[src/hw/rtl/mca_pkg.sv]
// Shared types, constants and helpers for the countdown alarm table.
// No dependencies; imported by every module of the block.
`timescale 1ns / 1ps

package mca_pkg;

   localparam int SLOTS      = 16;
   localparam int COUNT_BITS = 16;
   localparam int TAG_BITS   = 16;
   localparam int SLOT_W     = (SLOTS > 1) ? $clog2(SLOTS) : 1;

   localparam logic [1:0] CMD_ADD   = 2'd0;
   localparam logic [1:0] CMD_TICK  = 2'd1;
   localparam logic [1:0] CMD_CLEAR = 2'd2;

   localparam logic [2:0] KIND_ADDED    = 3'd0;
   localparam logic [2:0] KIND_BADCOUNT = 3'd1;
   localparam logic [2:0] KIND_FULL     = 3'd2;
   localparam logic [2:0] KIND_EXPIRED  = 3'd3;
   localparam logic [2:0] KIND_IDLE     = 3'd4;
   localparam logic [2:0] KIND_CLEARED  = 3'd5;

   typedef struct packed {
      logic [1:0]  cmd;
      logic [15:0] start_count;
      logic [15:0] alarm_tag;
   } req_type;

   typedef struct packed {
      logic [2:0]  kind;
      logic [5:0]  slot;
      logic [15:0] tag_out;
      logic        last;
   } rsp_type;

   typedef enum logic {
      ST_IDLE,
      ST_EMIT
   } state_type;

   // controller -> datapath
   typedef struct packed {
      logic accept;   // request taken this cycle
      logic load;     // load the single result of the request
      logic emit;     // load the next pending expiry
   } mca_cmd_type;

   // datapath -> controller
   typedef struct packed {
      logic fire_any;   // a tick now would expire at least one alarm
      logic pend_last;  // at most one expiry left to report
   } mca_stat_type;

   // lowest set bit of a slot vector
   function automatic logic [SLOT_W-1:0] lowest_set(input logic [SLOTS-1:0] v);
      logic [SLOT_W-1:0] r;
      r = '0;
      for (int i = SLOTS - 1; i >= 0; i--) begin
         if (v[i]) begin
            r = SLOT_W'(i);
         end
      end
      return r;
   endfunction

endpackage

[src/hw/rtl/mca_ctrl.sv]
// Controller for the countdown alarm table: request handshake, result valid
// and the expiry drain sequence. Depends on mca_pkg.
`timescale 1ns / 1ps

module mca_ctrl (
   input  logic                  clock,
   input  logic                  reset,
   input  logic                  req_valid,
   output logic                  req_ready,
   input  logic [1:0]            req_cmd,
   output logic                  rsp_valid,
   input  logic                  rsp_ready,
   output mca_pkg::mca_cmd_type  dp_cmd,
   input  mca_pkg::mca_stat_type dp_stat
);
   import mca_pkg::*;

   state_type state_ff, state_in;
   logic      rsp_valid_ff, rsp_valid_in;
   logic      out_free;

   assign out_free = !rsp_valid_ff || rsp_ready;

   always_comb begin
      req_ready     = (state_ff == ST_IDLE) && out_free;
      dp_cmd.accept = req_ready && req_valid;
      dp_cmd.load   = dp_cmd.accept &&
                      ((req_cmd == CMD_ADD) || (req_cmd == CMD_CLEAR) ||
                       ((req_cmd == CMD_TICK) && !dp_stat.fire_any));
      dp_cmd.emit   = (state_ff == ST_EMIT) && out_free;
   end

   always_comb begin
      state_in = state_ff;
      unique case (state_ff)
         ST_IDLE: begin
            if (dp_cmd.accept && (req_cmd == CMD_TICK) && dp_stat.fire_any) begin
               state_in = ST_EMIT;
            end
         end
         ST_EMIT: begin
            if (dp_cmd.emit && dp_stat.pend_last) begin
               state_in = ST_IDLE;
            end
         end
         default: state_in = ST_IDLE;
      endcase
   end

   always_comb begin
      rsp_valid_in = rsp_valid_ff;
      if (dp_cmd.load || dp_cmd.emit) begin
         rsp_valid_in = 1'b1;
      end else if (rsp_ready) begin
         rsp_valid_in = 1'b0;
      end
   end

   always_ff @(posedge clock) begin
      if (reset) begin
         state_ff     <= ST_IDLE;
         rsp_valid_ff <= 1'b0;
      end else begin
         state_ff     <= state_in;
         rsp_valid_ff <= rsp_valid_in;
      end
   end

   assign rsp_valid = rsp_valid_ff;

endmodule

[src/hw/rtl/mca_dp.sv]
// Datapath for the countdown alarm table: slot flags, counts, tags, the
// pending-expiry mask and the result register. Depends on mca_pkg.
`timescale 1ns / 1ps

module mca_dp (
   input  logic                  clock,
   input  logic                  reset,
   input  mca_pkg::req_type      req_data,
   input  mca_pkg::mca_cmd_type  dp_cmd,
   output mca_pkg::mca_stat_type dp_stat,
   output mca_pkg::rsp_type      rsp_data
);
   import mca_pkg::*;

   logic [SLOTS-1:0]      occ_ff, occ_in;
   logic [SLOTS-1:0]      act_ff, act_in;
   logic [SLOTS-1:0]      pend_ff, pend_in;
   logic [COUNT_BITS-1:0] rem_ff [SLOTS];
   logic [COUNT_BITS-1:0] rem_in [SLOTS];
   logic [TAG_BITS-1:0]   tag_ff [SLOTS];
   logic [TAG_BITS-1:0]   tag_in [SLOTS];
   rsp_type               rsp_ff, rsp_in;

   logic [SLOTS-1:0]      fire;
   logic [SLOT_W-1:0]     free_idx;
   logic [SLOT_W-1:0]     emit_idx;
   logic                  full;
   logic [COUNT_BITS-1:0] cnt;
   logic [TAG_BITS-1:0]   tagv;
   logic                  do_add;
   logic                  do_tick;
   logic                  do_clear;
   rsp_type               single;
   rsp_type               expiry;

   always_comb begin
      for (int i = 0; i < SLOTS; i++) begin
         fire[i] = occ_ff[i] && act_ff[i] && (rem_ff[i] == COUNT_BITS'(1));
      end
   end

   assign free_idx = lowest_set(~occ_ff);
   assign emit_idx = lowest_set(pend_ff);
   assign full     = &occ_ff;
   assign cnt      = COUNT_BITS'(req_data.start_count);
   assign tagv     = TAG_BITS'(req_data.alarm_tag);

   assign do_add   = dp_cmd.accept && (req_data.cmd == CMD_ADD) &&
                     (cnt != '0) && !full;
   assign do_tick  = dp_cmd.accept && (req_data.cmd == CMD_TICK);
   assign do_clear = dp_cmd.accept && (req_data.cmd == CMD_CLEAR);

   assign dp_stat.fire_any  = |fire;
   assign dp_stat.pend_last = ((pend_ff & (pend_ff - SLOTS'(1))) == '0);

   // result for requests that answer with one item
   always_comb begin
      single = '{kind: KIND_IDLE, slot: '0, tag_out: '0, last: 1'b1};
      priority if (req_data.cmd == CMD_CLEAR) begin
         single.kind = KIND_CLEARED;
      end else if (req_data.cmd == CMD_TICK) begin
         single.kind = KIND_IDLE;
      end else if (cnt == '0) begin
         single.kind = KIND_BADCOUNT;
      end else if (full) begin
         single.kind = KIND_FULL;
      end else begin
         single.kind = KIND_ADDED;
         single.slot = 6'(free_idx);
      end
   end

   always_comb begin
      expiry.kind    = KIND_EXPIRED;
      expiry.slot    = 6'(emit_idx);
      expiry.tag_out = 16'(tag_ff[emit_idx]);
      expiry.last    = dp_stat.pend_last;
   end

   always_comb begin
      occ_in  = occ_ff;
      act_in  = act_ff;
      pend_in = pend_ff;
      rem_in  = rem_ff;
      tag_in  = tag_ff;
      rsp_in  = rsp_ff;

      if (do_add) begin
         occ_in[free_idx] = 1'b1;
         act_in[free_idx] = 1'b1;
         rem_in[free_idx] = cnt;
         tag_in[free_idx] = tagv;
      end
      if (do_tick) begin
         // all live counts step down together; the ones hitting zero go pending
         for (int i = 0; i < SLOTS; i++) begin
            if (occ_ff[i] && act_ff[i]) begin
               rem_in[i] = rem_ff[i] - COUNT_BITS'(1);
            end
         end
         act_in  = act_ff & ~fire;
         pend_in = fire;
      end
      if (do_clear) begin
         occ_in = '0;
         act_in = '0;
      end

      if (dp_cmd.load) begin
         rsp_in = single;
      end else if (dp_cmd.emit) begin
         rsp_in = expiry;
         pend_in[emit_idx] = 1'b0;
      end
   end

   always_ff @(posedge clock) begin
      if (reset) begin
         occ_ff  <= '0;
         act_ff  <= '0;
         pend_ff <= '0;
      end else begin
         occ_ff  <= occ_in;
         act_ff  <= act_in;
         pend_ff <= pend_in;
      end
   end

   always_ff @(posedge clock) begin
      rem_ff <= rem_in;
      tag_ff <= tag_in;
      rsp_ff <= rsp_in;
   end

   assign rsp_data = rsp_ff;

endmodule

[src/hw/rtl/multi_slot_countdown_alarms_top.sv]
// Top level of the countdown alarm table: controller plus datapath.
// Depends on mca_pkg, mca_ctrl and mca_dp.
//
// Requests come in on req_valid/req_ready/req_data: add an alarm (count, tag),
// tick, or clear all slots. Results leave on rsp_valid/rsp_ready/rsp_data,
// one registered result at a time.
// The result of an add, a clear or a tick that fires nothing is registered
// and shows in the cycle after the request is taken. A tick that expires
// alarms first loads them into the pending mask and moves the controller to
// ST_EMIT; the expiries then leave through the single result register, one
// expiry per cycle while the receiver takes them, in ascending slot order,
// the last one flagged by last. No new request is taken until that drain is
// done. Command code 3 is taken and dropped without a result.
// A new request is taken while the previous result waits, provided the
// receiver takes it in that same cycle; while rsp_ready is low everything
// holds. Reset frees every slot and drops any pending result.
`timescale 1ns / 1ps

module multi_slot_countdown_alarms_top (
   input  logic             clock,
   input  logic             reset,
   input  logic             req_valid,
   output logic             req_ready,
   input  mca_pkg::req_type req_data,
   output logic             rsp_valid,
   input  logic             rsp_ready,
   output mca_pkg::rsp_type rsp_data
);
   import mca_pkg::*;

   mca_cmd_type  dp_cmd;
   mca_stat_type dp_stat;

   mca_ctrl u_ctrl (
      .clock     (clock),
      .reset     (reset),
      .req_valid (req_valid),
      .req_ready (req_ready),
      .req_cmd   (req_data.cmd),
      .rsp_valid (rsp_valid),
      .rsp_ready (rsp_ready),
      .dp_cmd    (dp_cmd),
      .dp_stat   (dp_stat)
   );

   mca_dp u_dp (
      .clock    (clock),
      .reset    (reset),
      .req_data (req_data),
      .dp_cmd   (dp_cmd),
      .dp_stat  (dp_stat),
      .rsp_data (rsp_data)
   );

endmodule

[config.mk]
export PLATFORM = sky130hd
export DESIGN_NAME = multi_slot_countdown_alarms_top
export DESIGN_NICKNAME = d
export VERILOG_FILES = /design/src/hw/rtl/mca_pkg.sv /design/src/hw/rtl/mca_ctrl.sv /design/src/hw/rtl/mca_dp.sv /design/src/hw/rtl/multi_slot_countdown_alarms_top.sv
export SDC_FILE = /design/constraint.sdc
export NUM_CORES = 1
export LEC_CHECK = 0
export ABC_AREA = 0
export BUFFER_PORTS_ARGS = -buffer_cell sky130_fd_sc_hd__buf_2
export CORE_MARGIN = 5
export CORE_UTILIZATION = 25
export DETAILED_ROUTE_END_ITERATION = 10
export SLEW_MARGIN = 5
export SYNTH_ARGS = -nofsm -noshare
export SYNTH_HDL_FRONTEND = slang
export SYNTH_SLANG_ARGS = --single-unit
[constraint.sdc]
create_clock -name clock -period 12.5 [get_ports clock]
set_input_delay 3.75 -clock clock [delete_from_list [all_inputs] [get_ports clock]]
set_output_delay 3.75 -clock clock [all_outputs]
set_load 0.005 [all_outputs]
Yosys cells after proc, flatten, opt, wreduce, memory -nomap -nowiden
Index checks and enable logic that the tools add are counted.
W data, S select, Z words.
{"block": "word_totals", "regBits": 588, "inputBits": 38, "output_inout_bits": 28, "elab_cells": 239}
{"block": "classes", "addsub": 17, "n_lt_le_gt_ge": 7, "eq_ne": 18, "n_mux": 81, "bitwise_logic": 11, "reduce_logical": 64}
{"cell": "$bwmux W256", "count": 2}
{"cell": "$mux W256", "count": 2}
{"cell": "$mux W16", "count": 24}
{"cell": "$sub A16 B1 Y16 const B", "count": 17}
{"cell": "$eq A16 B1 Y1 const B", "count": 16}
{"cell": "$mux W4", "count": 33}
{"cell": "$bmux W16 S4", "count": 1}
{"cell": "$demux W16 S4", "count": 1}
{"cell": "$mux W26", "count": 2}
{"cell": "$and A16 B16 Y16", "count": 3}
{"cell": "$not A16 Y16", "count": 3}
{"cell": "$logic_and A1 B1 Y1", "count": 47}
{"cell": "$logic_not A16 Y1", "count": 2}
{"cell": "$or A16 B16 Y16", "count": 2}
{"cell": "$mux W6", "count": 3}
{"cell": "$reduce_and A16 Y1", "count": 1}
{"cell": "$reduce_bool A16 Y1", "count": 1}
{"cell": "$reduce_or A16 Y1", "count": 1}
{"cell": "$ge A5 B5 Y1 const B", "count": 2}
{"cell": "$lt A4 B5 Y1 const B", "count": 2}
{"cell": "$not A4 Y5", "count": 2}
{"cell": "$mux W3", "count": 3}
{"cell": "$demux W1 S4", "count": 2}
{"cell": "$ge A4 B1 Y1 const B", "count": 2}
{"cell": "12 further kinds", "count": 24}

Longest topological paths before layout
{"block": "logic_depth", "ltp_word": 26, "mapped_depth": 12, "ltp_nobuf": 10}

Cells and area by module
A second synthesis with hierarchy kept.
{"block": "unflattened", "cells_unflattened": 2860, "area_unflattened_um2": 27754.1}
{"module": "mca_dp", "instances": 1, "cells_per_inst": 2847, "area_each_um2": 27624.0, "seq_area_each_um2": 14323.7}
{"module": "mca_ctrl", "instances": 1, "cells_per_inst": 13, "area_each_um2": 130.1, "seq_area_each_um2": 40.0}

Worst setup path after synthesis
No wires, ideal clock.
{"block": "synth_path", "kind": "input port to output port", "startpoint": "input port rsp_ready", "endpoint": "output port req_ready", "arrival_ps": 3988, "t_required_ps": 8750, "slack_ps": 4762, "path_stages": 2, "path_buffers": 0, "cell_sequence": "nor2b_1 nor2_1"}
{"block": "synth_via", "elab_chain_cells": 2}
{"item": "start: declaration", "line": "multi_slot_countdown_alarms_top.sv:26", "rtl": "input logic rsp_ready,"}
{"item": "$logic_or A1 B1 Y1", "line": "mca_ctrl.sv:22", "rtl": "assign out_free = !rsp_valid_ff || rsp_ready;"}
{"item": "$logic_and A1 B1 Y1", "line": "mca_ctrl.sv:25", "rtl": "req_ready = (state_ff == ST_IDLE) && out_free;"}
{"item": "end: declaration", "line": "multi_slot_countdown_alarms_top.sv:23", "rtl": "output logic req_ready,"}
Every way passes these cells.

Final worst setup path
Same ends and word-level chain as after synthesis.

==> out/qor.yml <==
status: "finished, final reports clean"
drv_cap: 0
synthMuxAreaShare_pct: 1.39
worstSetupStartpointType: "input port"
synth-simple-area-share_pct: 20.1
synthTopCellsByArea: "edfxtp_1 (29%), dfxtp_1 (24%), nor2_1 (4.9%)"
synthCells: 2903
die-area_sq_mm: 0.116
port_buffers: 63
worstPathCellList: "buf_2, nor2b_1, nor2_1, buf_2"
p_sw_mw: 0.921
min_period_ps: 8000
ys_top_cells_by_count: "nor2_1 (354), dfxtp_1 (323), edfxtp_1 (263), a21oi_1 (245), nand2_1 (233)"
yosysSeqAreaShare_pct: 52.5
fin_tns_setup_ps: 0
critical_path_class: "input port to output pin"
drtIter0Drc: 2284
synth_cell_types: 87
critPathSlowestCell: "nor2b_1"
syn_area_sq_mm: 0.0274
synth.most_common_cell: "nor2_1"
pwr-share-seq_pct: 51.5
cts-root-buf: "clkbuf_16"
die_w_microns: 341
drt_pass1_iterations: 8
drc_errors: 0
clkSinkCount: 586
die_h_microns: 341
wl_per_cell_microns: 19.4
hold_viol_final: 0
peakVddDrop_v: 0.000102
leakage_nw: 10.5
cellPowerDensity_mw_per_mm2: 130
worstHoldStart: "u_dp.rem_ff[233]"
wirelength_mm: 84.4
synthArstFlopShare_pct: 0
avgSynthCellArea_sq_um: 9.43
worstSetupStartpoint: "rsp_ready"
pin_count: 66
cts_setup_buffers: 0
synth_top_family_by_area: "compound AO/OA/AOI/OAI gates"
gp_congestion: 0.847
grt_pass1_wl_mm: 127
insertion_delay_ps: 640
cp.required_ps: 8750
reg2reg_from: "u_ctrl.rsp_valid"
numCtsBuffers: 57
grt_pass1_vias: 20948
synth_fa_ha_area_share_pct: 1.64
combinationalPowerShare_pct: 3.6
max_slew_margin_pct: 19.3
critical_path.max_fanout: 3
area_growth_pct: 13.3
htree_levels: 2
initial_core_util_pct: 25.1
period_share_pct: 64.0
max_freq_mhz: 125
rows: 121
antenna_left: 0
antenna_found_initial: 8
synth_compound_area_share_pct: 20.2
cts_tree: "built"
p_clk_share_pct: 44.9
max_stage_delay_ps: 170
internal_power_mw: 3.10
ys_ff_latch: 586
ctsHoldBuffers: 0
cts_buffer_depth: 3
clk_pin_slew_ps: 60
hold_class: "register to register"
via_per_inst: 5.32
design.core.area_sq_mm: 0.109
fin_skew_ps: 17.5
synth_edf_count: 263
finalMaxSlewViolations: 0
setup_viol: 0
cts_resized: 0
cp-end-kind: "output pin"
arrival_ps: 4250
grt-ovfl-total: 0
ys_warn_count: 0
vias: 23170
grt_max_degree: 44
switching_share_pct: 22.9
nets: 2963
synth_xor_area_share_pct: 0
hpwl_mm: 53.8
synth_top_area_cell: "edfxtp_1"
drive_gt1_share_pct: 9.73
rsz0062_at_grt: "no"
grt.total_usage_pct: 13.7
total_power_mw: 4.02
worst_pin_slew_ps: 1210
synthFlopType: "dfxtp_1"
path_common_cell: "buf_2"
yosysTopAreaCellShare_pct: 28.9
[worst max-delay path, delay by kind of cell]
kind	cells	cell delay (ps)
and+or+nand+nor	2	260
buffers and inverters	2	240
[per-layer routing]
layer | track usage (%) | wire length, microns | vias to the layer above
met3 | 2.48 | 6310 | 117
met1 | 20.3 | 40000 | 11338
li1 | - | - | 10912
met4 | 3.11 | 1690 | 2
met5 | 0 | 10 | -
met2 | 20.8 | 36400 | 801
[power by group through the flow]
stage / clock (mW) / sequential, mW / combinational, mW
floorplan: 0 / 2.10 / 0.0793
global placement: 0 / 2.11 / 0.137
detailed placement: 0 / 2.11 / 0.141
CTS: 1.84 / 2.07 / 0.141
global route: 1.92 / 2.07 / 0.156
finish: 1.81 / 2.07 / 0.143
[stage by stage]
step	utilization (%)	setup WS (ps)	instance area, sq um	instances	hold slack, ps
after floorplan	-	4760	27400	2904	431
after global placement	26.7	4470	29100	4245	447
after detailed placement	26.7	4490	29100	4245	451
after CTS	28.5	4490	31000	4353	460
after global routing	28.5	4430	31000	4354	479
final	28.5	4500	31000	4354	459
[area by class of cell]
cell class	instances	area, sq um
Clock buffer	84	1690
Sequential cell	586	14400
Antenna cell	1	2.50
Multi-Input combinational cell	2030	11900
Clock inverter	24	259
Fill cell	11334	77800
Inverter	122	458
Timing Repair Buffer	93	541
Tap cell	1414	1770
[cell families after synthesis]
group           count (synthesis)
flops                         586
compound gates                827
other cells                     1
mux                            35
simple gates                 1130
buf+inv                       288
fa+ha+maj                      36
[layout by cell type (no fill, tap or decap), types with 21 or more instances in the layout]
cell type / instances
a311oi_1: 55
buf_2: 63
o21ai_0: 154
nor3_1: 118
o221a_2: 21
clkbuf_16: 57
mux2_2: 23
buf_4: 30
nor2_1: 353
dfxtp_1: 323
nor4_1: 45
ha_1: 35
nand2_1: 232
inv_1: 119
edfxtp_1: 263
a22o_1: 26
a31oi_1: 24
and3_1: 22
o32ai_1: 22
a211oi_1: 44
nand4_1: 63
or3_1: 61
o22ai_1: 23
a21oi_1: 245
nand2b_1: 28
nand3_1: 98
or4_1: 26
a22oi_1: 70
[flip-flops by register name (all words and copies together) (netlist names)]
signal            count
u_ctrl.rsp_valid      1
u_ctrl.state_ff       1
u_dp.act_ff          16
u_dp.occ_ff          16
u_dp.pend_ff         16
u_dp.rem_ff         256
u_dp.rsp_data        24
u_dp.tag_ff         256
[final timing paths]
path,end,slack (ps),cells past startpoint
worst min register to register,u_dp.rem_ff[233],460,2
worst max-delay path,req_ready,4500,4
worst min-delay path,u_dp.rem_ff[233],460,2
worst max register to register,u_dp.rem_ff[17],8130,9
No activity file was read; power rests on OpenSTA's default activity.
